**src/clist_pkg.sv**
```systemverilog
`timescale 1ns / 1ps
`default_nettype none
// ----------------------------------------------------------------------------
// clist_pkg : shared types, codes and microcode for the compact record list
// Transfer payloads, record layout, operation and status codes, and the
// read-only control store that drives the list sequencer.
// ----------------------------------------------------------------------------
package clist_pkg;

    localparam int LIST_DEPTH_DEF = 32;
    localparam int INDEX_W        = 5;
    localparam int COUNT_OUT_W    = 6;

    typedef enum logic [2:0] {
        K_INSERT = 3'd0,
        K_DELETE = 3'd1,
        K_READ   = 3'd2,
        K_WRITE  = 3'd3,
        K_SEARCH = 3'd4,
        K_CLEAR  = 3'd5
    } t_kind;

    typedef enum logic [1:0] {
        ST_OK    = 2'd0,
        ST_RANGE = 2'd1,
        ST_FULL  = 2'd2
    } t_status;

    typedef struct packed {
        logic [2:0]         kind;
        logic [INDEX_W-1:0] index;
        logic [15:0]        food_id;
        logic [15:0]        cook_time;
        logic [15:0]        stay_time;
        logic [31:0]        cost;
    } t_in;

    typedef struct packed {
        logic [1:0]             status;
        logic                   found;
        logic [COUNT_OUT_W-1:0] count;
        logic [15:0]            read_id;
        logic [15:0]            read_cook;
        logic [15:0]            read_stay;
        logic [31:0]            read_cost;
    } t_out;

    typedef struct packed {
        logic [15:0] id;
        logic [15:0] cook;
        logic [15:0] stay;
        logic [31:0] cost;
    } t_rec;

    // datapath actions, one per control word
    typedef enum logic [3:0] {
        A_NONE,
        A_INS_CHK,
        A_IDX_CHK,
        A_RD_PTR_M1,
        A_WR_PTR_DEC,
        A_WR_NEW_INC,
        A_RD_PTR_P1,
        A_WR_PTR_INC,
        A_CNT_DEC,
        A_RD_IDX,
        A_CAPTURE,
        A_WR_NEW,
        A_PTR_ZERO,
        A_RD_PTR,
        A_CMP_INC,
        A_DONE_CNT_ZERO
    } t_act;

    // jump conditions
    typedef enum logic [2:0] {
        C_NEXT,
        C_ALWAYS,
        C_ACCEPT,
        C_ERR,
        C_PTR_EQ_IDX,
        C_PTR1_GE_CNT,
        C_PTR_GE_CNT
    } t_cond;

    typedef enum logic [4:0] {
        U_IDLE     = 5'd0,
        U_INS_CHK  = 5'd1,
        U_INS_LOOP = 5'd2,
        U_INS_RD   = 5'd3,
        U_INS_WR   = 5'd4,
        U_INS_PUT  = 5'd5,
        U_DEL_CHK  = 5'd6,
        U_DEL_LOOP = 5'd7,
        U_DEL_RD   = 5'd8,
        U_DEL_WR   = 5'd9,
        U_DEL_END  = 5'd10,
        U_RD_CHK   = 5'd11,
        U_RD_RD    = 5'd12,
        U_RD_CAP   = 5'd13,
        U_WR_CHK   = 5'd14,
        U_WR_PUT   = 5'd15,
        U_SR_INIT  = 5'd16,
        U_SR_LOOP  = 5'd17,
        U_SR_RD    = 5'd18,
        U_SR_CMP   = 5'd19,
        U_CLR      = 5'd20,
        U_FIN      = 5'd21
    } t_step;

    typedef struct packed {
        t_act  act;
        t_cond cond;
        logic  wait_out;
        t_step target;
    } t_uword;

    // control store; the clear step shares its action code with nothing else
    function automatic t_uword ucode(input t_step s);
        t_uword w;
        w = '{act: A_NONE, cond: C_ALWAYS, wait_out: 1'b0, target: U_IDLE};
        case (s)
            U_IDLE:     w = '{A_NONE,          C_ACCEPT,      1'b0, U_IDLE};
            U_INS_CHK:  w = '{A_INS_CHK,       C_ERR,         1'b0, U_FIN};
            U_INS_LOOP: w = '{A_NONE,          C_PTR_EQ_IDX,  1'b0, U_INS_PUT};
            U_INS_RD:   w = '{A_RD_PTR_M1,     C_NEXT,        1'b0, U_IDLE};
            U_INS_WR:   w = '{A_WR_PTR_DEC,    C_ALWAYS,      1'b0, U_INS_LOOP};
            U_INS_PUT:  w = '{A_WR_NEW_INC,    C_ALWAYS,      1'b0, U_FIN};
            U_DEL_CHK:  w = '{A_IDX_CHK,       C_ERR,         1'b0, U_FIN};
            U_DEL_LOOP: w = '{A_NONE,          C_PTR1_GE_CNT, 1'b0, U_DEL_END};
            U_DEL_RD:   w = '{A_RD_PTR_P1,     C_NEXT,        1'b0, U_IDLE};
            U_DEL_WR:   w = '{A_WR_PTR_INC,    C_ALWAYS,      1'b0, U_DEL_LOOP};
            U_DEL_END:  w = '{A_CNT_DEC,       C_ALWAYS,      1'b0, U_FIN};
            U_RD_CHK:   w = '{A_IDX_CHK,       C_ERR,         1'b0, U_FIN};
            U_RD_RD:    w = '{A_RD_IDX,        C_NEXT,        1'b0, U_IDLE};
            U_RD_CAP:   w = '{A_CAPTURE,       C_ALWAYS,      1'b0, U_FIN};
            U_WR_CHK:   w = '{A_IDX_CHK,       C_ERR,         1'b0, U_FIN};
            U_WR_PUT:   w = '{A_WR_NEW,        C_ALWAYS,      1'b0, U_FIN};
            U_SR_INIT:  w = '{A_PTR_ZERO,      C_NEXT,        1'b0, U_IDLE};
            U_SR_LOOP:  w = '{A_NONE,          C_PTR_GE_CNT,  1'b0, U_FIN};
            U_SR_RD:    w = '{A_RD_PTR,        C_NEXT,        1'b0, U_IDLE};
            U_SR_CMP:   w = '{A_CMP_INC,       C_ALWAYS,      1'b0, U_SR_LOOP};
            U_CLR:      w = '{A_DONE_CNT_ZERO, C_ALWAYS,      1'b0, U_FIN};
            U_FIN:      w = '{A_NONE,          C_ALWAYS,      1'b1, U_IDLE};
            default:    w = '{A_NONE,          C_ALWAYS,      1'b0, U_IDLE};
        endcase
        return w;
    endfunction

    // entry point of each operation's program
    function automatic t_step entry(input logic [2:0] kind);
        t_step s;
        case (kind)
            K_INSERT: s = U_INS_CHK;
            K_DELETE: s = U_DEL_CHK;
            K_READ:   s = U_RD_CHK;
            K_WRITE:  s = U_WR_CHK;
            K_SEARCH: s = U_SR_INIT;
            K_CLEAR:  s = U_CLR;
            default:  s = U_FIN;
        endcase
        return s;
    endfunction

endpackage
`default_nettype wire

```
**src/clist_ram.sv**
```systemverilog
`timescale 1ns / 1ps
`default_nettype none
// ----------------------------------------------------------------------------
// clist_ram : record store
// One write port and one read port, read data registered. No reset.
// ----------------------------------------------------------------------------
module clist_ram
    import clist_pkg::*;
#(
    parameter int DEPTH = LIST_DEPTH_DEF
) (
    input  wire logic                     i_clk,
    input  wire logic                     i_wr_en,
    input  wire logic [$clog2(DEPTH)-1:0] i_wr_addr,
    input  wire t_rec                     i_wr_data,
    input  wire logic                     i_rd_en,
    input  wire logic [$clog2(DEPTH)-1:0] i_rd_addr,
    output t_rec                          o_rd_data
);

    t_rec r_mem [DEPTH];
    t_rec r_rd_data;

    always_ff @(posedge i_clk) begin
        if (i_wr_en) begin
            r_mem[i_wr_addr] <= i_wr_data;
        end
    end

    always_ff @(posedge i_clk) begin
        if (i_rd_en) begin
            r_rd_data <= r_mem[i_rd_addr];
        end
    end

    assign o_rd_data = r_rd_data;

endmodule
`default_nettype wire

```
**src/compact_list_insert_delete_search_top.sv**
```systemverilog
`timescale 1ns / 1ps
`default_nettype none
// ----------------------------------------------------------------------------
// compact_list_insert_delete_search_top : ordered record list, shift insert
// Microcoded sequencer over a two-port record store; one result per item.
// ----------------------------------------------------------------------------
// Usage
//   Input channel (i_in_valid / o_in_stall / i_in): one transfer is one list
//   operation - insert, delete, read, overwrite, search by id, or clear.
//   Output channel (o_out_valid / i_out_stall / o_out): exactly one result
//   transfer per operation, in order: status, found flag, length after the
//   operation and the record read (zero unless a read succeeded).
//   Every record move is a read then a write of the record store through its
//   one read and one write port, plus one loop test step. The final step
//   registers the result, so o_out_valid rises as the sequencer returns to
//   its idle step, where the next input transfer can be taken.
//   o_in_stall is low only while the sequencer sits at its idle step.
//   Reset (i_rst_n low, synchronous) empties the list and drops o_out_valid.
//   The record store itself is not cleared; emptied entries are never read.
//   While i_out_stall holds a result, the block may take one more operation
//   and work on it, but waits at its final step until the old result leaves.
// ----------------------------------------------------------------------------
module compact_list_insert_delete_search_top
    import clist_pkg::*;
#(
    parameter int LIST_DEPTH = LIST_DEPTH_DEF
) (
    input  wire logic i_clk,
    input  wire logic i_rst_n,
    input  wire logic i_in_valid,
    output logic      o_in_stall,
    input  wire t_in  i_in,
    output logic      o_out_valid,
    input  wire logic i_out_stall,
    output t_out      o_out
);

    localparam int AW   = $clog2(LIST_DEPTH);
    localparam int CW   = $clog2(LIST_DEPTH + 1);
    localparam int CMPW = ((CW > INDEX_W) ? CW : INDEX_W) + 1;

    // sequencer
    t_step  r_upc, n_upc;
    t_uword uw;
    t_step  step_inc;

    // datapath registers
    t_in           r_cmd,    n_cmd;
    logic [CW-1:0] r_cnt,    n_cnt;
    logic [CW-1:0] r_ptr,    n_ptr;
    logic [1:0]    r_status, n_status;
    logic          r_found,  n_found;
    t_rec          r_rd,     n_rd;
    logic          r_out_valid, n_out_valid;
    t_out          r_out,    n_out;

    // store ports
    logic          wr_en, rd_en;
    logic [AW-1:0] wr_addr, rd_addr;
    t_rec          wr_data, rd_data;

    logic            in_fire, out_busy, chk_err, full;
    logic [CMPW-1:0] idx_w, cnt_w, ptr_w;
    t_rec            new_rec;

    assign in_fire  = i_in_valid && !o_in_stall;
    assign out_busy = r_out_valid && i_out_stall;

    assign idx_w = CMPW'(r_cmd.index);
    assign cnt_w = CMPW'(r_cnt);
    assign ptr_w = CMPW'(r_ptr);
    assign full  = (r_cnt == CW'(LIST_DEPTH));

    assign new_rec = '{id: r_cmd.food_id, cook: r_cmd.cook_time,
                       stay: r_cmd.stay_time, cost: r_cmd.cost};

    // control word fetch
    assign uw       = ucode(r_upc);
    assign step_inc = t_step'(r_upc + 5'd1);

    // range and capacity checks of the current check step
    always_comb begin
        case (uw.act)
            A_INS_CHK: chk_err = (idx_w > cnt_w) || full;
            A_IDX_CHK: chk_err = (idx_w >= cnt_w);
            default:   chk_err = 1'b0;
        endcase
    end

    // next step
    always_comb begin
        n_upc = r_upc;
        if (uw.wait_out && out_busy) begin
            n_upc = r_upc;
        end else begin
            case (uw.cond)
                C_ALWAYS:      n_upc = uw.target;
                C_ACCEPT:      n_upc = in_fire ? entry(i_in.kind) : r_upc;
                C_ERR:         n_upc = chk_err ? uw.target : step_inc;
                C_PTR_EQ_IDX:  n_upc = (ptr_w == idx_w) ? uw.target : step_inc;
                C_PTR1_GE_CNT: n_upc = ((ptr_w + CMPW'(1)) >= cnt_w) ? uw.target : step_inc;
                C_PTR_GE_CNT:  n_upc = (ptr_w >= cnt_w) ? uw.target : step_inc;
                default:       n_upc = step_inc;
            endcase
        end
    end

    // datapath actions
    always_comb begin
        n_cmd       = r_cmd;
        n_cnt       = r_cnt;
        n_ptr       = r_ptr;
        n_status    = r_status;
        n_found     = r_found;
        n_rd        = r_rd;
        n_out       = r_out;
        n_out_valid = r_out_valid && i_out_stall;
        wr_en       = 1'b0;
        wr_addr     = AW'(r_ptr);
        wr_data     = rd_data;
        rd_en       = 1'b0;
        rd_addr     = AW'(r_ptr);

        if (in_fire) begin
            n_cmd    = i_in;
            n_status = ST_OK;
            n_found  = 1'b0;
            n_rd     = '0;
        end

        case (uw.act)
            A_INS_CHK: begin
                n_ptr = r_cnt;
                if (idx_w > cnt_w) begin
                    n_status = ST_RANGE;
                end else if (full) begin
                    n_status = ST_FULL;
                end
            end
            A_IDX_CHK: begin
                n_ptr = CW'(r_cmd.index);
                if (idx_w >= cnt_w) begin
                    n_status = ST_RANGE;
                end
            end
            A_RD_PTR_M1: begin
                rd_en   = 1'b1;
                rd_addr = AW'(r_ptr - CW'(1));
            end
            A_WR_PTR_DEC: begin
                wr_en = 1'b1;
                n_ptr = r_ptr - CW'(1);
            end
            A_WR_NEW_INC: begin
                wr_en   = 1'b1;
                wr_addr = AW'(r_cmd.index);
                wr_data = new_rec;
                n_cnt   = r_cnt + CW'(1);
            end
            A_RD_PTR_P1: begin
                rd_en   = 1'b1;
                rd_addr = AW'(r_ptr + CW'(1));
            end
            A_WR_PTR_INC: begin
                wr_en = 1'b1;
                n_ptr = r_ptr + CW'(1);
            end
            A_CNT_DEC: begin
                n_cnt = r_cnt - CW'(1);
            end
            A_RD_IDX: begin
                rd_en   = 1'b1;
                rd_addr = AW'(r_cmd.index);
            end
            A_CAPTURE: begin
                n_rd = rd_data;
            end
            A_WR_NEW: begin
                wr_en   = 1'b1;
                wr_addr = AW'(r_cmd.index);
                wr_data = new_rec;
            end
            A_PTR_ZERO: begin
                n_ptr = '0;
            end
            A_RD_PTR: begin
                rd_en = 1'b1;
            end
            A_CMP_INC: begin
                if (rd_data.id == r_cmd.food_id) begin
                    n_found = 1'b1;
                end
                n_ptr = r_ptr + CW'(1);
            end
            A_DONE_CNT_ZERO: begin
                n_cnt = '0;
            end
            default: begin
            end
        endcase

        // final step: hand the result to the output register
        if (uw.wait_out && !out_busy) begin
            n_out_valid = 1'b1;
            n_out = '{status:    r_status,
                      found:     r_found,
                      count:     COUNT_OUT_W'(r_cnt),
                      read_id:   r_rd.id,
                      read_cook: r_rd.cook,
                      read_stay: r_rd.stay,
                      read_cost: r_rd.cost};
        end
    end

    always_ff @(posedge i_clk) begin
        if (!i_rst_n) begin
            r_upc       <= U_IDLE;
            r_cnt       <= '0;
            r_out_valid <= 1'b0;
        end else begin
            r_upc       <= n_upc;
            r_cnt       <= n_cnt;
            r_out_valid <= n_out_valid;
        end
    end

    always_ff @(posedge i_clk) begin
        r_cmd    <= n_cmd;
        r_ptr    <= n_ptr;
        r_status <= n_status;
        r_found  <= n_found;
        r_rd     <= n_rd;
        r_out    <= n_out;
    end

    clist_ram #(
        .DEPTH (LIST_DEPTH)
    ) u_ram (
        .i_clk     (i_clk),
        .i_wr_en   (wr_en),
        .i_wr_addr (wr_addr),
        .i_wr_data (wr_data),
        .i_rd_en   (rd_en),
        .i_rd_addr (rd_addr),
        .o_rd_data (rd_data)
    );

    assign o_in_stall  = (r_upc != U_IDLE);
    assign o_out_valid = r_out_valid;
    assign o_out       = r_out;

    // length never passes the capacity
    a_cnt_bound: assert property (@(posedge i_clk) disable iff (!i_rst_n)
        r_cnt <= CW'(LIST_DEPTH))
        else $error("list length above capacity");

    // a successful insert grows the list by exactly one
    a_ins_grow: assert property (@(posedge i_clk) disable iff (!i_rst_n)
        r_upc == U_INS_PUT |=> r_cnt == $past(r_cnt) + CW'(1))
        else $error("insert did not grow list by one");

    // shift and search pointer never passes the list length at the loop steps
    a_ptr_bound: assert property (@(posedge i_clk) disable iff (!i_rst_n)
        (r_upc == U_INS_LOOP || r_upc == U_DEL_LOOP || r_upc == U_SR_LOOP)
        |-> r_ptr <= r_cnt)
        else $error("shift pointer beyond list length");

    // a new result only comes from the final step
    a_out_src: assert property (@(posedge i_clk) disable iff (!i_rst_n)
        $rose(o_out_valid) |-> $past(r_upc) == U_FIN)
        else $error("result raised outside final step");

    // store is never written while the block is idle
    a_idle_quiet: assert property (@(posedge i_clk) disable iff (!i_rst_n)
        r_upc == U_IDLE |-> !wr_en && !rd_en)
        else $error("store access at idle step");

endmodule
`default_nettype wire
```
**config.mk**
```make
export PLATFORM = sky130hd
export DESIGN_NAME = compact_list_insert_delete_search_top
export DESIGN_NICKNAME = d
export VERILOG_FILES = /design/src/clist_pkg.sv /design/src/clist_ram.sv /design/src/compact_list_insert_delete_search_top.sv
export SDC_FILE = /design/constraint.sdc
export NUM_CORES = 2
export LEC_CHECK = 0
export ABC_AREA = 1
export BUFFER_PORTS_ARGS = -buffer_cell sky130_fd_sc_hd__buf_4
export CAP_MARGIN = 10
export CELL_PAD_IN_SITES_DETAIL_PLACEMENT = 2
export CELL_PAD_IN_SITES_GLOBAL_PLACEMENT = 2
export CORE_AREA = 5 5 522 524
export CTS_CLUSTER_SIZE = 8
export DETAILED_ROUTE_END_ITERATION = 10
export DIE_AREA = 0 0 527 529
export GPL_TIMING_DRIVEN = 0
export PLACE_DENSITY_LB_ADDON = 0.1
export SLEW_MARGIN = 20
export SYNTH_ARGS = -nofsm -noshare
export SYNTH_HDL_FRONTEND = slang
export SYNTH_HIERARCHICAL = 1
export SYNTH_SLANG_ARGS = --single-unit
```
**constraint.sdc**
```tcl
create_clock -name i_clk -period 8.86 [get_ports i_clk]
set_clock_uncertainty 0.15 [all_clocks]
set_input_delay 0.443 -clock i_clk [delete_from_list [all_inputs] [get_ports i_clk]]
set_output_delay 0.443 -clock i_clk [all_outputs]
set_load 0.01 [all_outputs]
```
# Word-level counts from Yosys, hierarchy flattened
# Memories as Yosys holds them, arrays and structs flattened. A register that Yosys moved wholly into a read port is not among the register bits.
# Index checks and enable logic that the tools add are counted.
# Widths: inputs -> output; s select.
word_totals:
  reg_bits: 275
  ramBits: 2560
  romBits: 416
  input_bits: 92
  output_inout_bits: 91
  word_cells: 112
  n_memories: 2
mem_list:
  columns: ["name", "depth", "word_bits", "read_ports", "rd_ports_with_merged_regs", "write_ports", "line_no", "rtl"]
  rows:
  - ["u_ram.r_mem", 32, 80, 1, 1, 1, "clist_ram.sv:21", "t_rec r_mem [DEPTH];"]
  - ["(no name shown)", 32, 13, 1, 1, 0, "clist_pkg.sv:122", "case (s)"]
op_classes:
  addsub: 6
  n_lt_le_gt_ge: 4
  n_eq_ne: 30
  mux: 30
  n_bitwise: 1
  reduce_logical: 17
op_table:
  columns: ["operator", "count"]
  rows:
  - ["$mux 80", 3]
  - ["$pmux 5 s6", 2]
  - ["$mux 5", 8]
  - ["$eq 4x4->1 const B", 8]
  - ["$pmux 6 s5", 1]
  - ["$pmux 6 s3", 1]
  - ["$eq 16x16->1", 1]
  - ["$eq 4x3->1 const B", 4]
  - ["$eq 3x3->1 const B", 5]
  - ["$pmux 5 s3", 1]
  - ["$add 6x1->6 const B", 2]
  - ["$eq 3x2->1 const B", 4]
  - ["$sub 6x1->6 const B", 2]
  - ["$reduce_bool 5->1", 2]
  - ["$eq 4x2->1 const B", 2]
  - ["$mux 1", 8]
  - ["$mux 2", 4]
  - ["$reduce_or 4->1", 2]
  - ["$add 6x1->7 const B", 1]
  - ["$ge 7x6->1", 1]
  - ["$eq 3x1->1 const B", 2]
  - ["$eq 6x5->1", 1]
  - ["$eq 6x6->1 const B", 1]
  - ["$ge 5x6->1", 1]
  - ["16 further kinds", 21]

# Logic depth before layout (Yosys ltp)
depth:
  word_depth: 7
  depth_mapped: 27
  ltp_nobuf: 27

# Cells and area by module
# The synthesis kept the hierarchy.
modules_own_cells:
  columns: ["module", "instances", "cells_each", "area_per_inst_um2", "seq_area_each_um2"]
  rows:
  - ["clist_ram", 1, 8450, 104322.6, 79276.0]
  - ["compact_list_insert_delete_search_top", 1, 1196, 12799.8, 8368.0]

# Worst setup path after synthesis
# Ideal clock, no wire load.
synth_path:
  kind: "reg2reg"
  from: "register, netlist name uw[9]"
  to: "register, netlist name u_ram/o_rd_data[0]"
  setup_time_ns: 0.629
  arrival_ns: 6.091
  required_time_ns: 8.081
  slack_ns: 1.990
  stages_incl_launch_ff: 3
  n_path_buf: 0
  period_less_slack_ns: 6.870
  cell_sequence: "dfxtp_1 nand2_1 o21ai_0"
synth_between:
  elab_chain_len: 3
  word_cells_on_any_way: 7
  classes_between: "4 x eq/ne; 2 x mux; 1 x reduce/logical"
synth_rtl:
  columns: ["element", "line_no", "rtl"]
  rows:
  - ["$eq 4x4->1, or another cell as far along", "compact_list_insert_delete_search_top.sv:131", "case (uw.act)"]
  - ["$reduce_or 4->1 (no source line) *", null, null]
  - ["$mux 1 *", "compact_list_insert_delete_search_top.sv:131", null]
  - ["net rd_en", "compact_list_insert_delete_search_top.sv:58", "logic wr_en, rd_en;"]
# The timed path passes the listed nets; every way through them passes the cells marked *.
# A chain may end at the register's enable or synchronous reset.

# Worst setup path in the final report
layout_path:
  from: "register, netlist name uw[11]"
  to: "memory u_ram/r_mem[31][14] in the netlist's numbering, enable pin"
layout_between:
  word_cells_on_any_way: 10
  classes_between: "4 x eq/ne; 4 x mux; 2 x reduce/logical"
layout_lines:
  columns: ["element", "line_no", "rtl"]
  rows:
  - ["$eq 4x4->1 or $eq 4x3->1 (tied branches)", "compact_list_insert_delete_search_top.sv:131", null]
  - ["$reduce_or 2->1 (no source line) *", null, null]
  - ["$mux 5 *", "compact_list_insert_delete_search_top.sv:131", null]
  - ["net wr_addr[1]", "compact_list_insert_delete_search_top.sv:59", "logic [AW-1:0] wr_addr, rd_addr;"]
  - ["end: declaration", "clist_ram.sv:21", null]
# Marks and branches as above.

==> reports/summary.txt <==
# H-tree levels: 5
detail-routed via count per cell: 6.73
Net Count, Synth: 9771
wire length of the first global-routing pass: 824000 um
Final min period: 7.45 ns
remaining routing DRC violations: 0
vertical die dimension: 529 um
run status: finished clean
worst hold-check path type: input pin to register
Post-Syn Area per Cell: 12.1 um^2
count of input and output buffers: 181
critical path type: register to register
critical path data arrival time: 7.93 ns
Total Die Area: 0.279 mm^2
antenna-violating nets left: 0
part of the cycle the worst path needs: 84.1%
unrepaired setup endpoints after global routing: false
leading post-synthesis cells by cell area: sky130_fd_sc_hd__edfxtp_1, sky130_fd_sc_hd__nand2_1, sky130_fd_sc_hd__nand3_1
fmax: 134 MHz
post-synthesis register bit count: 2928
slew at the pin closest to its max-slew limit: 1.34 ns
Synth warnings: 6
number of cell rows: 190
number of endpoints with negative hold slack in the final report: 0
number of pins exceeding their max-slew limit in the final report: 0
core area: 0.267 mm^2
average wire length per cell after detail routing: 42.1 um
clk slew on worst S/H paths: 0.05 ns
Required @ worst endpoint: 9.33 ns
final HPWL from detailed placement: 399000 um
x dimension of the die: 527 um
ys async rst share: 0%
most common library cell in the layout ignoring fill and taps: sky130_fd_sc_hd__nand2_1
post-CTS setup buffers: 0
initial cell density of the core: 43.9%
vias in the first global route: 101k
global-route congestion overflow total: 0
I/O pin count: 183
Relative slew margins: 10.6%
pin count of the biggest net entering global routing: 59
insertion delay of the later-clocked pin in the worst-skew pair: 0.99 ns
global placer's final weighted congestion: 0.854
setup slack of the critical path after layout: 1.41 ns
final setup vio count: 0
top library cells by usage in the layout, fill and taps aside: sky130_fd_sc_hd__nand2_1, sky130_fd_sc_hd__edfxtp_1, sky130_fd_sc_hd__nand3_1
Buf/Inv on CP: 9
Max FO, Critical Path: 16
count of different cell masters after synthesis: 51
Post-Synthesis Cells: 9646
worst voltage drop across the vdd grid: 0.237 mV
total negative slack for setup checks: 0 ns
Post-synth top flop: sky130_fd_sc_hd__edfxtp_1
post-detailed-routing wire length: 602000 um
worst-case setup slack after placement: 1.74 ns
number of antenna violations at the first check in global routing: 61
Leakage: 0.0523 uW
share of the core filled with cells: 53.7%
max_cap viols: 0
total vias in the final route: 96.0k
root buffer cell: sky130_fd_sc_hd__clkbuf_16
top-area cell type share of the netlist area: 74.4%
number of synthesized flops with an enable pin: 2900
Clock Path Buffers: 4
final standard cell area without fillers: 0.143 mm^2
chain of cells forming the critical path: inv_1, nor2_1, inv_1, nor2_1, inv_1, nand2_1, clkbuf_2, clkbuf_1, nand2_1, o21ai_0, nand3_1, nor2_4, buf_12, buf_16, buf_12, buf_12
delay of the slowest cell on the worst path: 1.02 ns
Worst path slowest cell: sky130_fd_sc_hd__nor2_4
Critical Path Source Type: register
area growth from synthesis to layout: 22.4%
category of the worst setup path capture point: register
Register-to-Register Setup Slack: 1.41 ns
number of nets in the layout: 10.8k
Placed Area: 0.132 mm^2
Pre-antenna DRT Iters: 6
sequential-to-total area share from yosys stat: 74.8%
# clock sinks: 2928
largest area contributor in the synthesized netlist: sky130_fd_sc_hd__edfxtp_1
ratio of cells with drive above 1 in the final layout: 14.0%
cts bufs inserted: 405
Total GRT Usage: 42.2%
violation count after the first detailed-routing iteration: 15.3k
CP delay by family, top: simple AND/OR/NAND/NOR gates
total power per unit cell area: 410 mW/mm^2
TritonCTS clock tree: built
cell area after technology mapping: 0.117 mm^2
-- worst reg2reg max path, stage by stage, from the launching register on --
cell                       delay, ns
sky130_fd_sc_hd__dfxtp_1        0.35
sky130_fd_sc_hd__inv_1          0.07
sky130_fd_sc_hd__nor2_1         0.17
sky130_fd_sc_hd__inv_1          0.14
sky130_fd_sc_hd__nor2_1         0.20
sky130_fd_sc_hd__inv_1          0.10
sky130_fd_sc_hd__nand2_1        0.92
sky130_fd_sc_hd__clkbuf_2       0.72
sky130_fd_sc_hd__clkbuf_1       0.93
sky130_fd_sc_hd__nand2_1        0.20
sky130_fd_sc_hd__o21ai_0        0.28
sky130_fd_sc_hd__nand3_1        0.88
sky130_fd_sc_hd__nor2_4         1.02
sky130_fd_sc_hd__buf_12         0.29
sky130_fd_sc_hd__buf_16         0.20
sky130_fd_sc_hd__buf_12         0.22
sky130_fd_sc_hd__buf_12         0.24
-- sequential cells by signal (all words and copies together) (netlist names) --
register,flops
o_out_valid,1
u_ram/o_rd_data,80
r_rd,80
r_cnt,6
r_upc,5
r_status,2
o_out,89
idx_w,5
r_ptr,6
u_ram/r_mem,2560
r_found,1
uw,13
new_rec,80
-- where the power goes --
group          total (uW)  internal [uW]  switching (uW)
Sequential          17800          17400             364
Clock               14400           8170            6260
Combinational       26600           5620           21000
-- timing repair --
item | 4_1_cts | 5_1_grt
hold buffers | 88 | 0
endpoints found under the setup margin | 0 | 0
gates resized for setup | 0 | 0
hold endpoints to repair | 129 | 0
-- routing by layer --
| metal | vias up | part of all wire [%] | track usage, % |
|---|---|---|---|
| li1 | 36000 | - | - |
| met1 | 49700 | 35 | 52.6 |
| met2 | 8146 | 45 | 65.3 |
| met3 | 2204 | 12 | 11.5 |
| met4 | 34 | 7.8 | 27.5 |
| met5 | - | 0.038 | 0 |
-- cell type report --
type	instances	area (um^2)
Buffer	579	2690
Inverter	180	683
Clock buffer	439	10300
Multi-Input combinational cell	5959	27300
Fill cell	24900	124000
Tap cell	3552	4440
Timing Repair Buffer	585	9700
Sequential cell	2928	87600
Antenna cell	31	77.6
Clock inverter	27	507
-- synthesized netlist by cell type (25+ instances only) --
master and instances:
sky130_fd_sc_hd__clkbuf_1 173, sky130_fd_sc_hd__edfxtp_1 2900, sky130_fd_sc_hd__nor2_1 162, sky130_fd_sc_hd__a21oi_1 25, sky130_fd_sc_hd__nand2_1 3221, sky130_fd_sc_hd__nand3_1 2301
sky130_fd_sc_hd__inv_1 163, sky130_fd_sc_hd__ha_1 32, sky130_fd_sc_hd__buf_1 66, sky130_fd_sc_hd__buf_2 332, sky130_fd_sc_hd__dfxtp_1 28, sky130_fd_sc_hd__o21ai_0 100
-- through the flow --
stage                     total power (uW)  hold slack (ns)  instances
after floorplan                      29300            0.250       9646
after global placement               39900            0.255      13400
after detailed placement             42400            0.256      13700
after CTS                            57500         0.000750      14200
after global routing                 59600           0.0225      14300
final                                58800           0.0513      14300
-- cell families after synthesis --
| family | count (synthesis) | share of synthesized area (%) |
|---|---|---|
| AND/OR/NAND/NOR | 5742 | 21.1 |
| flip-flops | 2928 | 74.8 |
| adder cells (fa/ha/maj) | 33 | 0.359 |
| XOR/XNOR | 23 | 0.172 |
| AO/OA/AOI/OAI | 161 | 0.755 |
| buffers and inverters | 759 | 2.82 |
-- final timing paths --
kind,end,cells past startpoint,startpoint
setup reg to reg,u_ram/r_mem[31][14]$_DFFE_PP_,16,uw[11]$_DFF_P_
setup / recovery,u_ram/r_mem[31][14]$_DFFE_PP_,16,uw[11]$_DFF_P_
hold reg to reg,o_out[69]$_DFFE_PP_,0,r_rd[69]$_SDFFCE_PN0P_
hold / removal,new_rec[55]$_DFFE_PP_,2,i_in[55]
Power figures use the tool's default switching activity.
